$ cat src/hdl/dgcp_pkg.sv
// dgcp_pkg: shared widths, constants and transaction types for the
// delta gamma curve code packer. No dependencies.
package dgcp_pkg;

    localparam int MAX_CODE_BITS = 62;
    localparam int CHUNK_WIDTH   = 64;
    localparam int CODE_W        = MAX_CODE_BITS;
    localparam int CB_W          = 6;
    localparam int VAL_W         = CODE_W + 1;
    localparam int LEN_W         = 7;
    localparam int LG_W          = 6;
    localparam int WORD_W        = 2 * CHUNK_WIDTH;
    localparam int MAX_WORD_LEN  = 2 * MAX_CODE_BITS + 1;
    localparam int FIFO_DEPTH    = 4;
    localparam int FIFO_AW       = $clog2(FIFO_DEPTH);
    localparam int FIFO_CW       = $clog2(FIFO_DEPTH + 1);

    localparam logic [CB_W-1:0] CODE_BITS_RESET = CB_W'(32);

    // classified point, front to back
    typedef struct packed {
        logic              is_raw;
        logic [VAL_W-1:0]  value;
        logic [CB_W-1:0]   raw_len;
    } entry_t;

    // one output chunk
    typedef struct packed {
        logic [CHUNK_WIDTH-1:0] bits;
        logic [LEN_W-1:0]       length;
        logic                   last;
    } chunk_t;

endpackage

$ cat src/hdl/dgcp_front.sv
// dgcp_front: holds code_bits and track state, masks each point and forms
// the raw value or the zigzag-plus-one delta. Depends on dgcp_pkg.
module dgcp_front (
    input  logic                             clk,
    input  logic                             rst_n,
    input  logic                             cfg_wr_en,
    input  logic [dgcp_pkg::CB_W-1:0]        cfg_wr_data,
    input  logic                             push,
    input  logic                             queue_full,
    input  logic [dgcp_pkg::CODE_W-1:0]      point_code,
    input  logic                             new_track,
    output logic                             entry_wr,
    output dgcp_pkg::entry_t                 entry
);

    logic [dgcp_pkg::CB_W-1:0]   code_bits_reg;
    logic [dgcp_pkg::CODE_W-1:0] previous_code_reg;
    logic                        awaiting_first_reg;

    logic [dgcp_pkg::CB_W-1:0]   nb;
    logic [dgcp_pkg::CODE_W-1:0] mask;
    logic [dgcp_pkg::CODE_W-1:0] code;
    logic [dgcp_pkg::CODE_W:0]   diff_up;
    logic [dgcp_pkg::CODE_W-1:0] diff_dn;
    logic                        is_raw;

    always_comb
    begin
        if (code_bits_reg == '0)
            nb = dgcp_pkg::CB_W'(1);
        else if (code_bits_reg > dgcp_pkg::CB_W'(dgcp_pkg::MAX_CODE_BITS))
            nb = dgcp_pkg::CB_W'(dgcp_pkg::MAX_CODE_BITS);
        else
            nb = code_bits_reg;
        mask    = ~({dgcp_pkg::CODE_W{1'b1}} << nb);
        code    = point_code & mask;
        diff_up = {1'b0, code} - {1'b0, previous_code_reg};
        diff_dn = previous_code_reg - code;
        is_raw  = awaiting_first_reg || new_track;
    end

    // forward delta maps to 2d+1, backward delta to 2|d|
    always_comb
    begin
        entry.is_raw  = is_raw;
        entry.raw_len = nb;
        if (is_raw)
            entry.value = {1'b0, code};
        else if (diff_up[dgcp_pkg::CODE_W])
            entry.value = {diff_dn, 1'b0};
        else
            entry.value = {diff_up[dgcp_pkg::CODE_W-1:0], 1'b1};
    end

    assign entry_wr = push && !queue_full;

    always_ff @(posedge clk or negedge rst_n)
    begin
        if (!rst_n)
        begin
            code_bits_reg      <= dgcp_pkg::CODE_BITS_RESET;
            previous_code_reg  <= '0;
            awaiting_first_reg <= 1'b1;
        end
        else
        begin
            if (cfg_wr_en)
                code_bits_reg <= cfg_wr_data;
            if (entry_wr)
            begin
                previous_code_reg  <= code;
                awaiting_first_reg <= 1'b0;
            end
        end
    end

endmodule

$ cat src/hdl/dgcp_fifo.sv
// dgcp_fifo: short queue of classified points between front and back.
// Depends on dgcp_pkg.
module dgcp_fifo (
    input  logic              clk,
    input  logic              rst_n,
    input  logic              wr_en,
    input  dgcp_pkg::entry_t  wr_data,
    input  logic              rd_en,
    output dgcp_pkg::entry_t  rd_data,
    output logic              full,
    output logic              empty
);

    dgcp_pkg::entry_t                data_reg [dgcp_pkg::FIFO_DEPTH];
    logic [dgcp_pkg::FIFO_AW-1:0]    wr_ptr_reg, wr_ptr_next;
    logic [dgcp_pkg::FIFO_AW-1:0]    rd_ptr_reg, rd_ptr_next;
    logic [dgcp_pkg::FIFO_CW-1:0]    count_reg, count_next;

    assign full    = (count_reg == dgcp_pkg::FIFO_CW'(dgcp_pkg::FIFO_DEPTH));
    assign empty   = (count_reg == '0);
    assign rd_data = data_reg[rd_ptr_reg];

    always_comb
    begin
        wr_ptr_next = wr_en ? wr_ptr_reg + 1'b1 : wr_ptr_reg;
        rd_ptr_next = rd_en ? rd_ptr_reg + 1'b1 : rd_ptr_reg;
        count_next  = count_reg;
        if (wr_en && !rd_en)
            count_next = count_reg + 1'b1;
        else if (rd_en && !wr_en)
            count_next = count_reg - 1'b1;
    end

    always_ff @(posedge clk or negedge rst_n)
    begin
        if (!rst_n)
        begin
            wr_ptr_reg <= '0;
            rd_ptr_reg <= '0;
            count_reg  <= '0;
        end
        else
        begin
            wr_ptr_reg <= wr_ptr_next;
            rd_ptr_reg <= rd_ptr_next;
            count_reg  <= count_next;
        end
    end

    always_ff @(posedge clk)
    begin
        if (wr_en)
            data_reg[wr_ptr_reg] <= wr_data;
    end

endmodule

$ cat src/hdl/dgcp_back.sv
// dgcp_back: finds the codeword length, left-aligns it in a two-chunk word
// and emits one chunk per cycle unless pop stalls it. Depends on dgcp_pkg.
module dgcp_back (
    input  logic              clk,
    input  logic              rst_n,
    input  dgcp_pkg::entry_t  head,
    input  logic              head_empty,
    output logic              head_pop,
    input  logic              pop,
    output logic              empty,
    output dgcp_pkg::chunk_t  chunk
);

    // floor(log2 v), two levels of eight
    function automatic logic [dgcp_pkg::LG_W-1:0] floor_log2(
        input logic [dgcp_pkg::VAL_W-1:0] v);
        logic [63:0] w;
        logic [2:0]  grp;
        logic [2:0]  pos;
        logic [7:0]  sel;
        w   = 64'(v);
        grp = '0;
        for (int g = 0; g < 8; g++)
            if (|w[g*8 +: 8])
                grp = 3'(g);
        sel = w[{grp, 3'b000} +: 8];
        pos = '0;
        for (int b = 0; b < 8; b++)
            if (sel[b])
                pos = 3'(b);
        return {grp, pos};
    endfunction

    // length stage
    logic                          s1_valid_reg;
    logic [dgcp_pkg::VAL_W-1:0]    s1_value_reg;
    logic [dgcp_pkg::LEN_W-1:0]    s1_len_reg;
    logic [dgcp_pkg::LEN_W-1:0]    s1_len_next;

    // chunk emitter
    logic                          s2_valid_reg, s2_valid_next;
    logic                          s2_phase_reg, s2_phase_next;
    logic [dgcp_pkg::WORD_W-1:0]   s2_word_reg, s2_word_next;
    logic [dgcp_pkg::LEN_W-1:0]    s2_len_reg;
    logic [dgcp_pkg::LEN_W-1:0]    shamt;

    // output register
    logic                          out_valid_reg, out_valid_next;
    dgcp_pkg::chunk_t              out_reg;

    logic             out_ready, emit, s2_ready, s2_load, s1_ready;
    logic             two_chunks;
    dgcp_pkg::chunk_t cur_chunk;

    assign out_ready = !out_valid_reg || pop;
    assign emit      = s2_valid_reg && out_ready;
    assign s2_ready  = !s2_valid_reg || (emit && cur_chunk.last);
    assign s2_load   = s1_valid_reg && s2_ready;
    assign s1_ready  = !s1_valid_reg || s2_load;
    assign head_pop  = !head_empty && s1_ready;

    always_comb
    begin
        if (head.is_raw)
            s1_len_next = dgcp_pkg::LEN_W'(head.raw_len);
        else
            s1_len_next = {floor_log2(head.value), 1'b1};
    end

    assign shamt        = dgcp_pkg::LEN_W'(dgcp_pkg::WORD_W - int'(s1_len_reg));
    assign s2_word_next = dgcp_pkg::WORD_W'(s1_value_reg) << shamt;
    assign two_chunks   = s2_len_reg > dgcp_pkg::LEN_W'(dgcp_pkg::CHUNK_WIDTH);

    always_comb
    begin
        if (!s2_phase_reg)
        begin
            cur_chunk.bits   = s2_word_reg[dgcp_pkg::WORD_W-1 -: dgcp_pkg::CHUNK_WIDTH];
            cur_chunk.length = two_chunks ? dgcp_pkg::LEN_W'(dgcp_pkg::CHUNK_WIDTH)
                                          : s2_len_reg;
            cur_chunk.last   = !two_chunks;
        end
        else
        begin
            cur_chunk.bits   = s2_word_reg[dgcp_pkg::CHUNK_WIDTH-1:0];
            cur_chunk.length = s2_len_reg - dgcp_pkg::LEN_W'(dgcp_pkg::CHUNK_WIDTH);
            cur_chunk.last   = 1'b1;
        end
    end

    always_comb
    begin
        s2_valid_next = s2_valid_reg;
        s2_phase_next = s2_phase_reg;
        if (s2_load)
        begin
            s2_valid_next = 1'b1;
            s2_phase_next = 1'b0;
        end
        else if (emit)
        begin
            s2_valid_next = !cur_chunk.last;
            s2_phase_next = !cur_chunk.last;
        end
        out_valid_next = emit ? 1'b1 : (pop ? 1'b0 : out_valid_reg);
    end

    always_ff @(posedge clk or negedge rst_n)
    begin
        if (!rst_n)
        begin
            s1_valid_reg  <= 1'b0;
            s2_valid_reg  <= 1'b0;
            s2_phase_reg  <= 1'b0;
            out_valid_reg <= 1'b0;
        end
        else
        begin
            if (s1_ready)
                s1_valid_reg <= head_pop;
            s2_valid_reg  <= s2_valid_next;
            s2_phase_reg  <= s2_phase_next;
            out_valid_reg <= out_valid_next;
        end
    end

    always_ff @(posedge clk)
    begin
        if (head_pop)
        begin
            s1_value_reg <= head.value;
            s1_len_reg   <= s1_len_next;
        end
        if (s2_load)
        begin
            s2_word_reg <= s2_word_next;
            s2_len_reg  <= s1_len_reg;
        end
        if (emit)
            out_reg <= cur_chunk;
    end

    assign empty = !out_valid_reg;
    assign chunk = out_reg;

    a_phase_needs_long_word: assert property (@(posedge clk) disable iff (!rst_n)
        s2_phase_reg |-> s2_valid_reg && two_chunks)
        else $error("second chunk pending without a long codeword");

    a_split_sets_phase: assert property (@(posedge clk) disable iff (!rst_n)
        emit && !cur_chunk.last |=> s2_phase_reg && s2_valid_reg)
        else $error("first of two chunks not followed by second");

    a_len_in_range: assert property (@(posedge clk) disable iff (!rst_n)
        s1_valid_reg |-> s1_len_reg != '0
            && s1_len_reg <= dgcp_pkg::LEN_W'(dgcp_pkg::MAX_WORD_LEN))
        else $error("codeword length out of range");

    a_out_len_in_range: assert property (@(posedge clk) disable iff (!rst_n)
        out_valid_reg |-> out_reg.length != '0
            && out_reg.length <= dgcp_pkg::LEN_W'(dgcp_pkg::CHUNK_WIDTH))
        else $error("chunk length out of range");

endmodule

$ cat src/hdl/delta_gamma_curve_code_packer.sv
// delta_gamma_curve_code_packer: top level, front classifier, point queue
// and chunk back end. Depends on dgcp_pkg, dgcp_front, dgcp_fifo, dgcp_back.
//
// Packs one space-filling-curve code per point into Elias gamma chunks. The
// first point after reset, or any point with new_track set, goes out raw in
// code_bits bits; later points go out as the gamma codeword of the zigzag
// mapped delta plus one, left aligned in chunks of up to 64 bits with
// last_chunk on the final one. Points are pushed through push/full and
// chunks popped through empty/pop; a four-entry queue sits between the
// classifier and the chunk emitter, so the input keeps taking points while
// chunks wait at the output. A codeword of up to 64 bits takes one chunk, a
// longer one (delta codewords above 64 bits) takes two; the emitter puts
// out one chunk per cycle while the output is popped. A point's first chunk
// passes the queue, length stage, chunk emitter and output register. The
// user must write code_bits through cfg_wr_en and cfg_wr_data only while no
// point is in flight; the block does not enforce it. Zero acts as 1, 63 as 62.
module delta_gamma_curve_code_packer (
    input  logic                                clk,
    input  logic                                rst_n,
    // configuration
    input  logic                                cfg_wr_en,
    input  logic [dgcp_pkg::CB_W-1:0]           cfg_wr_data,
    // point side
    input  logic                                push,
    output logic                                full,
    input  logic [dgcp_pkg::CODE_W-1:0]         point_code,
    input  logic                                new_track,
    // chunk side
    output logic                                empty,
    input  logic                                pop,
    output logic [dgcp_pkg::CHUNK_WIDTH-1:0]    chunk_bits,
    output logic [dgcp_pkg::LEN_W-1:0]          chunk_length,
    output logic                                last_chunk
);

    logic              entry_wr;
    dgcp_pkg::entry_t  entry;
    dgcp_pkg::entry_t  head;
    logic              head_empty;
    logic              head_pop;
    dgcp_pkg::chunk_t  chunk;

    // front: masking, track state and delta mapping
    dgcp_front u_front (
        .clk         (clk),
        .rst_n       (rst_n),
        .cfg_wr_en   (cfg_wr_en),
        .cfg_wr_data (cfg_wr_data),
        .push        (push),
        .queue_full  (full),
        .point_code  (point_code),
        .new_track   (new_track),
        .entry_wr    (entry_wr),
        .entry       (entry)
    );

    // decoupling queue, its full flag is the input backpressure
    dgcp_fifo u_fifo (
        .clk     (clk),
        .rst_n   (rst_n),
        .wr_en   (entry_wr),
        .wr_data (entry),
        .rd_en   (head_pop),
        .rd_data (head),
        .full    (full),
        .empty   (head_empty)
    );

    // back: length, alignment and one chunk transaction per cycle while popped
    dgcp_back u_back (
        .clk        (clk),
        .rst_n      (rst_n),
        .head       (head),
        .head_empty (head_empty),
        .head_pop   (head_pop),
        .pop        (pop),
        .empty      (empty),
        .chunk      (chunk)
    );

    assign chunk_bits   = chunk.bits;
    assign chunk_length = chunk.length;
    assign last_chunk   = chunk.last;

endmodule

$ cat config.mk
export PLATFORM = sky130hd
export DESIGN_NAME = delta_gamma_curve_code_packer
export DESIGN_NICKNAME = d
export VERILOG_FILES = /design/src/hdl/dgcp_pkg.sv /design/src/hdl/dgcp_front.sv /design/src/hdl/dgcp_fifo.sv /design/src/hdl/dgcp_back.sv /design/src/hdl/delta_gamma_curve_code_packer.sv
export SDC_FILE = /design/constraint.sdc
export NUM_CORES = 1
export LEC_CHECK = 0
export ABC_CLOCK_PERIOD_IN_PS = 5380
export BUFFER_PORTS_ARGS = -buffer_cell sky130_fd_sc_hd__buf_2
export CORE_MARGIN = 3
export CORE_UTILIZATION = 45
export CTS_BUF_LIST = sky130_fd_sc_hd__clkbuf_4 sky130_fd_sc_hd__clkbuf_8
export CTS_CLUSTER_DIAMETER = 120
export DETAILED_ROUTE_END_ITERATION = 12
export PLACE_DENSITY_LB_ADDON = 0.3
export SLEW_MARGIN = 20
export SYNTH_ARGS = -nofsm -noshare
export SYNTH_HDL_FRONTEND = slang
export SYNTH_SLANG_ARGS = --single-unit
$ cat constraint.sdc
create_clock -name clk -period 5.38 [get_ports clk]
set_input_delay 0.269 -clock clk [delete_from_list [all_inputs] [get_ports clk]]
set_output_delay 0.269 -clock clk [all_outputs]
set_load 0.01 [all_outputs]
; ---- Yosys cells after proc, flatten, opt, wreduce, memory -nomap -nowiden
; Memories as Yosys holds them, arrays and structs flattened.
; Index checks and enable logic that the tools add are counted.
[totals]
register_bits = 357
output_inout_bits = 74
in_bits = 74
memories = 1
wordCells = 99
mem_bits_rw = 280
[op_classes]
n_eq_ne = 1
n_reduce_logical = 32
muxes = 31
shifts = 3
n_addsub = 8
bitwise_logic = 2
order_cmp = 2
[mem_list]
columns = memory, words, word_bits, rd, rd_ports_with_merged_regs, wr, line_no
row1 = u_fifo.data_reg, 4, 70, 1, 0, 1, dgcp_fifo.sv:14  ; dgcp_pkg::entry_t data_reg [dgcp_pkg::FIFO_DEPTH];
[ops]
columns = operator, n
row1 = $shl 63x7->128, 1
row2 = $mux 63, 2
row3 = $mux 72, 1
row4 = $shiftx 64x7->8, 1
row5 = $sub 62x62->63, 1
row6 = $and 62x62->62, 1
row7 = $not 62->62, 1
row8 = $shl 62x6->62 const A, 1
row9 = $sub 62x62->62, 1
row10 = $reduce_or 8->1, 6
row11 = $mux 3, 11
row12 = $mux 6, 3
row13 = $logic_not 1->1, 9
row14 = $mux 1, 9
row15 = $mux 2, 4
row16 = $gt 7x7->1 const B, 1
row17 = $logic_and 1x1->1, 7
row18 = $mux 7, 1
row19 = $reduce_or 7->1, 1
row20 = $sub 1x7->7 const A, 1
row21 = $sub 7x7->7 const B, 1
row22 = $gt 6x6->1 const B, 1
row23 = $logic_not 6->1, 1
row24 = $reduce_bool 2->1, 3
row25 = 6 further kinds, 10

; ---- Longest topological paths before layout
; An unclocked memory read counts as a cell.
[logic_depth]
word_depth = 19
depth_mapped = 24
depth_no_buf = 20

; ---- Modules after synthesis
; From an unflattened synthesis, not the netlist that was laid out.
[unflattened]
cells_unflattened = 3283
hier_area_um2 = 37299.5
[modules_own_cells]
columns = module, n_inst, area_per_inst_um2, seq_area_each_um2, cells_each
row1 = dgcp_back, 1, 15224.6, 8418.1, 1230
row2 = dgcp_front, 1, 11502.3, 1729.2, 1653
row3 = dgcp_fifo, 1, 10572.6, 8583.2, 400

; ---- Worst setup path before layout
; No wires, ideal clock.
[synth_path]
path_kind = reg2reg
start = register u_front.code_bits_reg[5] (netlist name)
end = memory u_fifo.data_reg[0][40] (netlist name) (data pin)
path_buffers = 6
required_time_ns = 5.091
path_stages_with_launch = 19
slack_ns = 0.730
setup_time_ns = 0.289
arrival_ns = 4.361
synth_period_minus_slack_ns = 4.650
path_cell_list = dfstp_2 -> clkbuf_1 -> or2_2 -> clkbuf_1 -> o21ai_0 -> ha_1 -> clkbuf_1 -> nand4_1 -> or4_1 -> a211oi_1 -> o31ai_1 -> a21oi_1 -> o31a_1 -> buf_2 -> buf_2 -> clkbuf_1 -> mux2i_1 -> xnor2_1 -> o21ai_0
[synth_lines]
columns = item, line_no
row1 = from (decl), dgcp_front.sv:16  ; logic [dgcp_pkg::CB_W-1:0] code_bits_reg;
row2 = from (signal assigned), dgcp_front.sv:61  ; code_bits_reg <= dgcp_pkg::CODE_BITS_RESET;
row3 = from (signal assigned), dgcp_front.sv:68  ; code_bits_reg <= cfg_wr_data;
row4 = to (decl), dgcp_fifo.sv:14

==> out/metrics.yaml <==
outcome:
  status: "completed"
layout:
  multiInputGateArea_um2: 16750
  final_util_pct: 52.46
  largest_reg_flops: 280
  fillers: 7226
  seq_area_um2: 18740
  drive_above_1_share_pct: 20.48
  nets: 3879
  area_delta_synth_final_pct: 15.11
floorplan:
  start_util_pct: 45.57
  die_x_um: 291.8
  num_rows: 104
  die-area_um2: 85170
  ios: 148
  die_y_um: 291.8
  core_um2: 80680
setup_path:
  regToRegSetupSlack_ps: 250
  cpMostUsedCell: "buf_4"
  cp-end-kind: "register"
  start_kind: "register"
  slowest_delay_ps: 520
  crit_buf_inv: 7
  required_ps: 5770
  path_cells: "buf_4 -> or3_1 -> o211ai_1 -> buf_4 -> inv_1 -> ha_1 -> a21oi_1 -> o21ai_0 -> a221o_1 -> o21ai_0 -> buf_4 -> a31oi_1 -> o31a_2 -> buf_12 -> buf_4 -> o21ai_0 -> buf_4 -> xor2_1 -> a21oi_1"
  path_delay_family: "compound AO/OA/AOI/OAI gates"
  worstPathMaxFanout: 19
  timing_worst_setup_path_type: "reg -> reg"
  cp.arrival_ps: 5520
  critical_path.slowest_cell: "a21oi_1"
logic_synthesis:
  synth-warning-count: 0
  synth_fp_nets: 3596
  syn_area_um2: 36770
  synth_commonest_cells: "edfxtp_1, nand2_1, o21ai_0"
  synth.top_cells.by_area: "edfxtp_1, mux4_2, dfrtp_1, ha_1, nand2_1"
  synth_top_area_cell: "edfxtp_1"
  yosysSeqAreaShare_pct: 50.94
  synth_edf_count: 557
  synth-seq-cells: 637
  async_flop_share_pct: 12.56
  avgSynthCellArea_um2: 10.89
  synth_cells: 3377
  synth_cell_types: 80
  synth.top_cell.area_share_pct: 45.49
  yosys_most_used_dff: "edfxtp_1"
  synth_most_common_cell: "edfxtp_1"
clock_tree:
  cts.sinks: 637
  clock_latency_ps: 730
  htreeDepth: 3
  numCtsBuffers: 103
  cts_buffer_depth: 3
  root_buffer: "clkbuf_8"
  clk_pin_slew_worst_paths_ps: 60
  cts_tree: "done"
route:
  wl_per_cell_um: 23.22
  drc: 0
  dr.pass1.iters: 5
  ant_nets: 0
  via_per_inst: 5.809
  drt_wl_total_mm: 111.5
  dr_total_vias: 27890
  drtIter0Drc: 2765
pwr:
  vdd.ir_drop.worst_mv: 0.3489
  internal-power_uw: 16730
  clockPowerShare_pct: 14.7
  seqPwrFrac_pct: 29.8
  power_leakage_uw: 0.01665
  switching_share_pct: 44.13
  p_total_uw: 29950
  p_sw_uw: 13220
  powerDensity_nw_per_um2: 707.6
  pwr-share-comb_pct: 55.6
global_routing:
  grt_max_degree: 94
  grt_pass1_vias: 27390
  grt_overflow: 0
  antenna_found_initial: 1
  grt_pass1_wl_mm: 168.9
  track_usage_pct: 25.93
timing:
  skew_ps: 67.30
  worst_slew_pin_slew_ps: 1128
  rsz0062_at_grt: "no"
  max_freq_mhz: 194.8
  hold_violations: 0
  period_minus_slack_ps: 5133
  fin_setup_tns_ps: 0
  drv_slew: 0
  slew_headroom_pct: 24.55
  finalSetupViolations: 0
  fin_crit_sh_pct: 95.41
place:
  routabilityCongestion: 0.9904
  io_buffers: 147
  dpl.hpwl_mm: 84.99
flow_run:
  drv_cap: 0
hold_path:
  min_path_type: "in -> reg"
-- tightest hold or removal path, stage by stage --
cell	delay, ps
buf_2	110
o211ai_1	80
buf_4	150
o21ai_0	90
-- path summary, 6_finish.rpt --
kind	start	endpoint	cells after the start
min in group asynchronous	rst_n	u_front.previous_code_reg[5]$_DFFE_PN0P_	2
setup reg to reg	u_front.code_bits_reg[2]$_DFFE_PN0P_	u_fifo.data_reg[0][21]$_DFFE_PP_	19
hold reg to reg	u_back.s1_valid_reg$_DFFE_PN0N_	u_back.s2_valid_reg$_DFFE_PN0P_	1
max in group asynchronous	rst_n	u_fifo.rd_ptr_reg[0]$_DFFE_PN0P_	3
setup / recovery	u_front.code_bits_reg[2]$_DFFE_PN0P_	u_fifo.data_reg[0][21]$_DFFE_PP_	19
hold / removal	point_code[32]	u_front.previous_code_reg[32]$_DFFE_PN0P_	4
-- layout by cell type (no fill, tap or decap), types with 30 or more instances in the layout --
master	Yosys	routed
nor2_1	220	219
xnor2_1	50	45
mux2_2	81	81
o21ai_0	345	331
inv_1	169	167
a21oi_1	221	220
a21o_1	35	35
nand3_1	53	53
dlygate4sd3_1	0	47
nand4_1	30	30
clkbuf_4	0	36
clkbuf_8	0	103
and2_1	39	34
mux2i_1	88	88
o22ai_1	53	53
buf_2	10	146
dfrtp_1	78	75
nor2b_1	31	31
edfxtp_1	557	557
mux4_2	120	120
buf_4	3	181
ha_1	142	137
nand2_1	468	468
-- logic make-up after synthesis --
kind of cell | share of synthesized area, %
DFF | 50.94
adders and majority gates | 4.996
buffers and inverters | 4.036
and+or+nand+nor | 11.65
xor gates and xnor gates | 1.763
muxes | 12.29
AOI/OAI and AO/OA | 14.32
-- cell type report --
class / instances / area share [%]
repair buffers: 381 / 6.359
diodes: 1 / 0.005913
clock inverters: 46 / 1.138
well taps: 1060 / 3.134
inverters: 173 / 1.534
clock buffers: 139 / 3.988
multi-input cells: 2364 / 39.57
flip-flops and latches: 637 / 44.27
-- through the flow --
step	cells	setup slack, ps	area [µm²]	hold WS [ps]
after floorplan	3377	730.1	36770	-26.59
after global placement	4564	30.83	39620	380.4
after detailed placement	4564	16.32	39620	395.1
after CTS	4797	40.75	42260	1.955
after global routing	4801	40.22	42320	22.50
final	4801	246.7	42320	30.21
-- power groups by stage --
stage / clock network [µW] / logic [µW] / registers [µW]
global placement: 0 / 16300 / 8920
global route: 4740 / 18000 / 9100
CTS: 4510 / 16400 / 8930
finish: 4390 / 16600 / 8920
detailed placement: 0 / 16300 / 9020
floorplan: 0 / 10900 / 8890
-- per-layer routing --
| metal | vias up | global-route usage [%] | routed length [µm] |
|---|---|---|---|
| met3 | 233 | 3.065 | 6560 |
| met1 | 13580 | 35.09 | 47360 |
| met5 | - | 0 | 0 |
| met4 | 0 | 11.35 | 5081 |
| li1 | 13030 | - | - |
| met2 | 1050 | 42.42 | 52470 |
-- timing repair --
action | 4_1_cts | 5_1_grt
pin swaps | 1 | 2
setup endpoints to repair | 1 | 216
hold endpoints to repair | 94 | 0
buffers inserted | 1 | 3
resized for setup | 0 | 23
hold buffers | 47 | 0
Note: power is estimated with default switching activity, not from simulation.
